## config.mk

```make
export PLATFORM = sky130hd
export DESIGN_NAME = zcs_ram
export DESIGN_NICKNAME = d
export VERILOG_FILES = /design/src/design/zcs_ram.sv
export SDC_FILE = /design/constraint.sdc
export NUM_CORES = 1
export LEC_CHECK = 0
export ABC_AREA = 0
export BUFFER_PORTS_ARGS = -buffer_cell sky130_fd_sc_hd__buf_2
export CAP_MARGIN = 20
export CORE_MARGIN = 2
export CORE_UTILIZATION = 40
export DETAILED_ROUTE_END_ITERATION = 6
export PLACE_DENSITY_LB_ADDON = 0.1
export REMOVE_ABC_BUFFERS = 1
export SLEW_MARGIN = 30
export SYNTH_ARGS = -nofsm -noshare
export SYNTH_HDL_FRONTEND = slang
export SYNTH_SLANG_ARGS = --single-unit
```

## constraint.sdc

```tcl
create_clock -name clk -period 1.8 [get_ports clk]
set_input_delay 0.36 -clock clk [delete_from_list [all_inputs] [get_ports clk]]
set_output_delay 0.36 -clock clk [all_outputs]
set_load 0.05 [all_outputs]
```

## src/design/zcs_ram.sv

```systemverilog
module zcs_ram #(
  parameter int unsigned WIDTH = 8,
  parameter int unsigned DEPTH = 16,
  localparam int unsigned AW = (DEPTH > 1) ? $clog2(DEPTH) : 1
) (
  input  logic             clk,
  input  logic             we,
  input  logic [AW-1:0]    waddr,
  input  logic [WIDTH-1:0] wdata,
  input  logic [AW-1:0]    raddr,
  output logic [WIDTH-1:0] rdata
);

  logic [WIDTH-1:0] mem [DEPTH];
  logic [WIDTH-1:0] rdata_r;

  // read-first: a read at the written address returns the old word
  always_ff @(posedge clk) begin
    rdata_r <= mem[raddr];
    if (we) begin
      mem[waddr] <= wdata;
    end
  end

  assign rdata = rdata_r;

endmodule

```

==> impl_metrics.sql <==
INSERT INTO impl_metrics (metric_group, metric, value, unit) VALUES
('placed_design', 'postPlaceCellArea', '5620', 'µm²'),
('grt', 'global_route_wire_length_before_repair', '15.7', 'mm'),
('timing', 'unrepaired_setup_endpoints_after_global_routing', 'false', ''),
('timing', 'achievable-frequency', '0.700', 'GHz'),
('placed_design', 'buffer_ports.inserted', '25', ''),
('setup_path', 'critical_path.startpoint_type', 'register', ''),
('hold_path', 'whs_endpoint', 'mem[3][2]', ''),
('clocking', 'cts-resized-gates', '0', ''),
('die', 'die_x', '117', 'µm'),
('die', 'floorplan.rows', '41', ''),
('timing', 'finalHoldWorstSlack', '0.329', 'ns'),
('placed_design', 'hpwl', '6.62', 'mm'),
('clocking', 'ctsHtreeMaxLevel', '4', ''),
('die', 'initial_utilization', '0.410', ''),
('clocking', 'tritoncts_clock_tree', 'yes', ''),
('route', 'first_pass_iters', '4', ''),
('die', 'dieHeight', '117', 'µm'),
('grt', 'grt_overflow_total', '0', ''),
('clocking', 'cts.root.buffer_cell', 'sky130_fd_sc_hd__clkbuf_16', ''),
('setup_path', 'worst-path-max-fanout', '1', ''),
('pwr', 'power.static_leakage', '2.13', 'nW'),
('hold_path', 'worst_hold_path_type', 'in -> reg', ''),
('timing', 'clock-skew-final', '0.00684', 'ns'),
('setup_path', 'worst-path-buf-inv', '1', ''),
('setup_path', 'critical_path.max_stage_delay', '0.37', 'ns'),
('die', 'design.core.area', '12600', 'µm²'),
('timing', 'fin_crit_sh', '0.794', ''),
('clocking', 'cts_sinks', '136', ''),
('setup_path', 'reg2reg_setup_slack', '0.45', 'ns'),
('clocking', 'clkLatencyLatePin', '0.41', 'ns'),
('clocking', 'cts_setup_buffers', '0', ''),
('route', 'via_count', '2411', ''),
('die', 'ioPinCount', '26', ''),
('final_layout', 'finalNetCount', '305', ''),
('hold_path', 'hp-start', 'wdata[2]', ''),
('synth', 'post-synth-top-area-cell', 'sky130_fd_sc_hd__edfxtp_1', ''),
('timing', 'finalMaxSlewViolations', '0', ''),
('grt', 'grt_max_degree', '23', ''),
('route', 'initialDrtViolationCount', '164', ''),
('timing', 'final-hold-violation-count', '0', ''),
('setup_path', 'regToRegStartpoint', 'mem[9][3]', ''),
('synth', 'synth_seq_area_share', '0.778', ''),
('setup_path', 'class_of_the_most_critical_setup_path', 'reg -> out', ''),
('grt', 'tot_gr_track_use', '0.161', ''),
('route', 'routed_via_density', '5.11', ''),
('synth', 'synthCells', '229', ''),
('timing', 'final-setup-viol-count', '0', ''),
('timing', 'fin_setup_tns', '0', 'ns'),
('route', 'detail_route.wirelength', '10.3', 'mm'),
('grt', 'antenna_found_initial', '0', ''),
('setup_path', 'worst_path_cell_trace', 'buf_2', ''),
('timing', 'timing_worst_slew_pin_value', '0.837', 'ns'),
('pwr', 'powerDensity', '1200', 'nW/µm²'),
('clocking', 'cts_hold_repair.buffers', '0', ''),
('synth', 'synthDominantCellAreaShare', '0.747', ''),
('setup_path', 'worst_ep_arrival_time', '1.07', 'ns'),
('placed_design', 'finalWeightedCongestion', '0.691', ''),
('flow_run', 'drv_cap', '0', ''),
('synth', 'synth.cell_area', '5150', 'µm²'),
('pwr', 'max_ir_drop_vdd', '581', 'µV'),
('route', 'routed_antenna_nets', '0', ''),
('final_layout', 'area.growth.synth_to_final', '20.7', '%'),
('synth', 'synth_cell_types', '19', ''),
('die', 'full_die_area', '13800', 'µm²'),
('run_status', 'outcome', 'finished, final reports clean', ''),
('setup_path', 'critPathLaunch', 'rdata[3]', ''),
('final_layout', 'layout.cell_area.non_filler', '6210', 'µm²'),
('setup_path', 'crit_required', '1.44', 'ns'),
('setup_path', 'critical_path.endpoint_type', 'primary output', ''),
('setup_path', 'path_delay_family', 'flip-flops', ''),
('timing', 'timing.slew.headroom', '0.441', '');
per-layer routing:
layer | GRT usage | vias up | wire length [µm]
met1 | 0.225 | 1254 | 4830
met3 | 0.0482 | 13 | 403
met5 | 0 | - | 0
met4 | 0.0610 | 0 | 153
met2 | 0.240 | 52 | 4930
li1 | - | 1092 | -
Yosys cell counts:
master	n
sky130_fd_sc_hd__a22oi_1	16
sky130_fd_sc_hd__and2_1	1
sky130_fd_sc_hd__and2b_1	1
sky130_fd_sc_hd__buf_2	3
sky130_fd_sc_hd__buf_4	1
sky130_fd_sc_hd__buf_6	3
sky130_fd_sc_hd__clkdlybuf4s25_2	3
sky130_fd_sc_hd__dfxtp_1	8
sky130_fd_sc_hd__edfxtp_1	128
sky130_fd_sc_hd__mux4_1	14
sky130_fd_sc_hd__mux4_2	18
sky130_fd_sc_hd__nand2_1	9
sky130_fd_sc_hd__nand2b_1	2
sky130_fd_sc_hd__nand3_1	1
sky130_fd_sc_hd__nand3b_1	2
sky130_fd_sc_hd__nor2_1	13
sky130_fd_sc_hd__nor2b_1	1
sky130_fd_sc_hd__nor3_1	4
sky130_fd_sc_hd__or3b_2	1
flip-flops by register name, summed over array words and instances, names as in the netlist:
register,cells
mem,128
rdata,8
final cells by class:
type | instances | area (µm²)
Clock inverter | 10 | 151
Fill cell | 1013 | 6350
Multi-Input combinational cell | 83 | 1060
Timing Repair Buffer | 49 | 343
Sequential cell | 136 | 4000
Clock buffer | 22 | 444
Tap cell | 172 | 215
per-stage QoR:
step	setup slack, ns	util	cells	power [mW]
floorplan	-0.0529	-	219	3.84
global placement	-0.00443	0.447	440	4.04
detailed placement	-0.0378	0.447	440	4.04
CTS	0.364	0.494	472	7.52
global route	0.346	0.494	472	7.70
finish	0.371	0.494	472	7.46
power breakdown:
| part | internal (mW) | switching, mW |
|---|---|---|
| clock network | 2.30 | 1.19 |
| registers | 3.54 | 0.0223 |
| logic | 0.149 | 0.255 |
cell families after synthesis:
logic type | synth area share
buf+inv | 0.0168
simple gates | 0.0318
compound gates | 0.0233
mux | 0.150
flops | 0.778
layout by cell type (no fill, tap or decap), drive strengths merged, types with 2 or more instances in the layout:
cell,synthesis,final
edfxtp,128,128
buf,7,49
mux4,32,32
clkbuf,0,22
a22oi,16,16
nor2,13,13
nand2,9,9
dfxtp,8,8
clkinv,0,6
nor3,4,4
bufinv,0,4
nand3b,2,2
nand2b,2,2
how the worst max path moves through the flow:
stage          cells after the start  slack (ns)   endpoint
2_1_floorplan                      2       -0.05  mem[0][0]
3_3_place_gp                       5      -0.004   rdata[4]
3_5_place_dp                       5       -0.04   rdata[3]
4_1_cts                            1        0.36   rdata[3]
5_1_grt                            1        0.35   rdata[3]
6_report                           1        0.37   rdata[3]
Power figures use the tool's default switching activity.
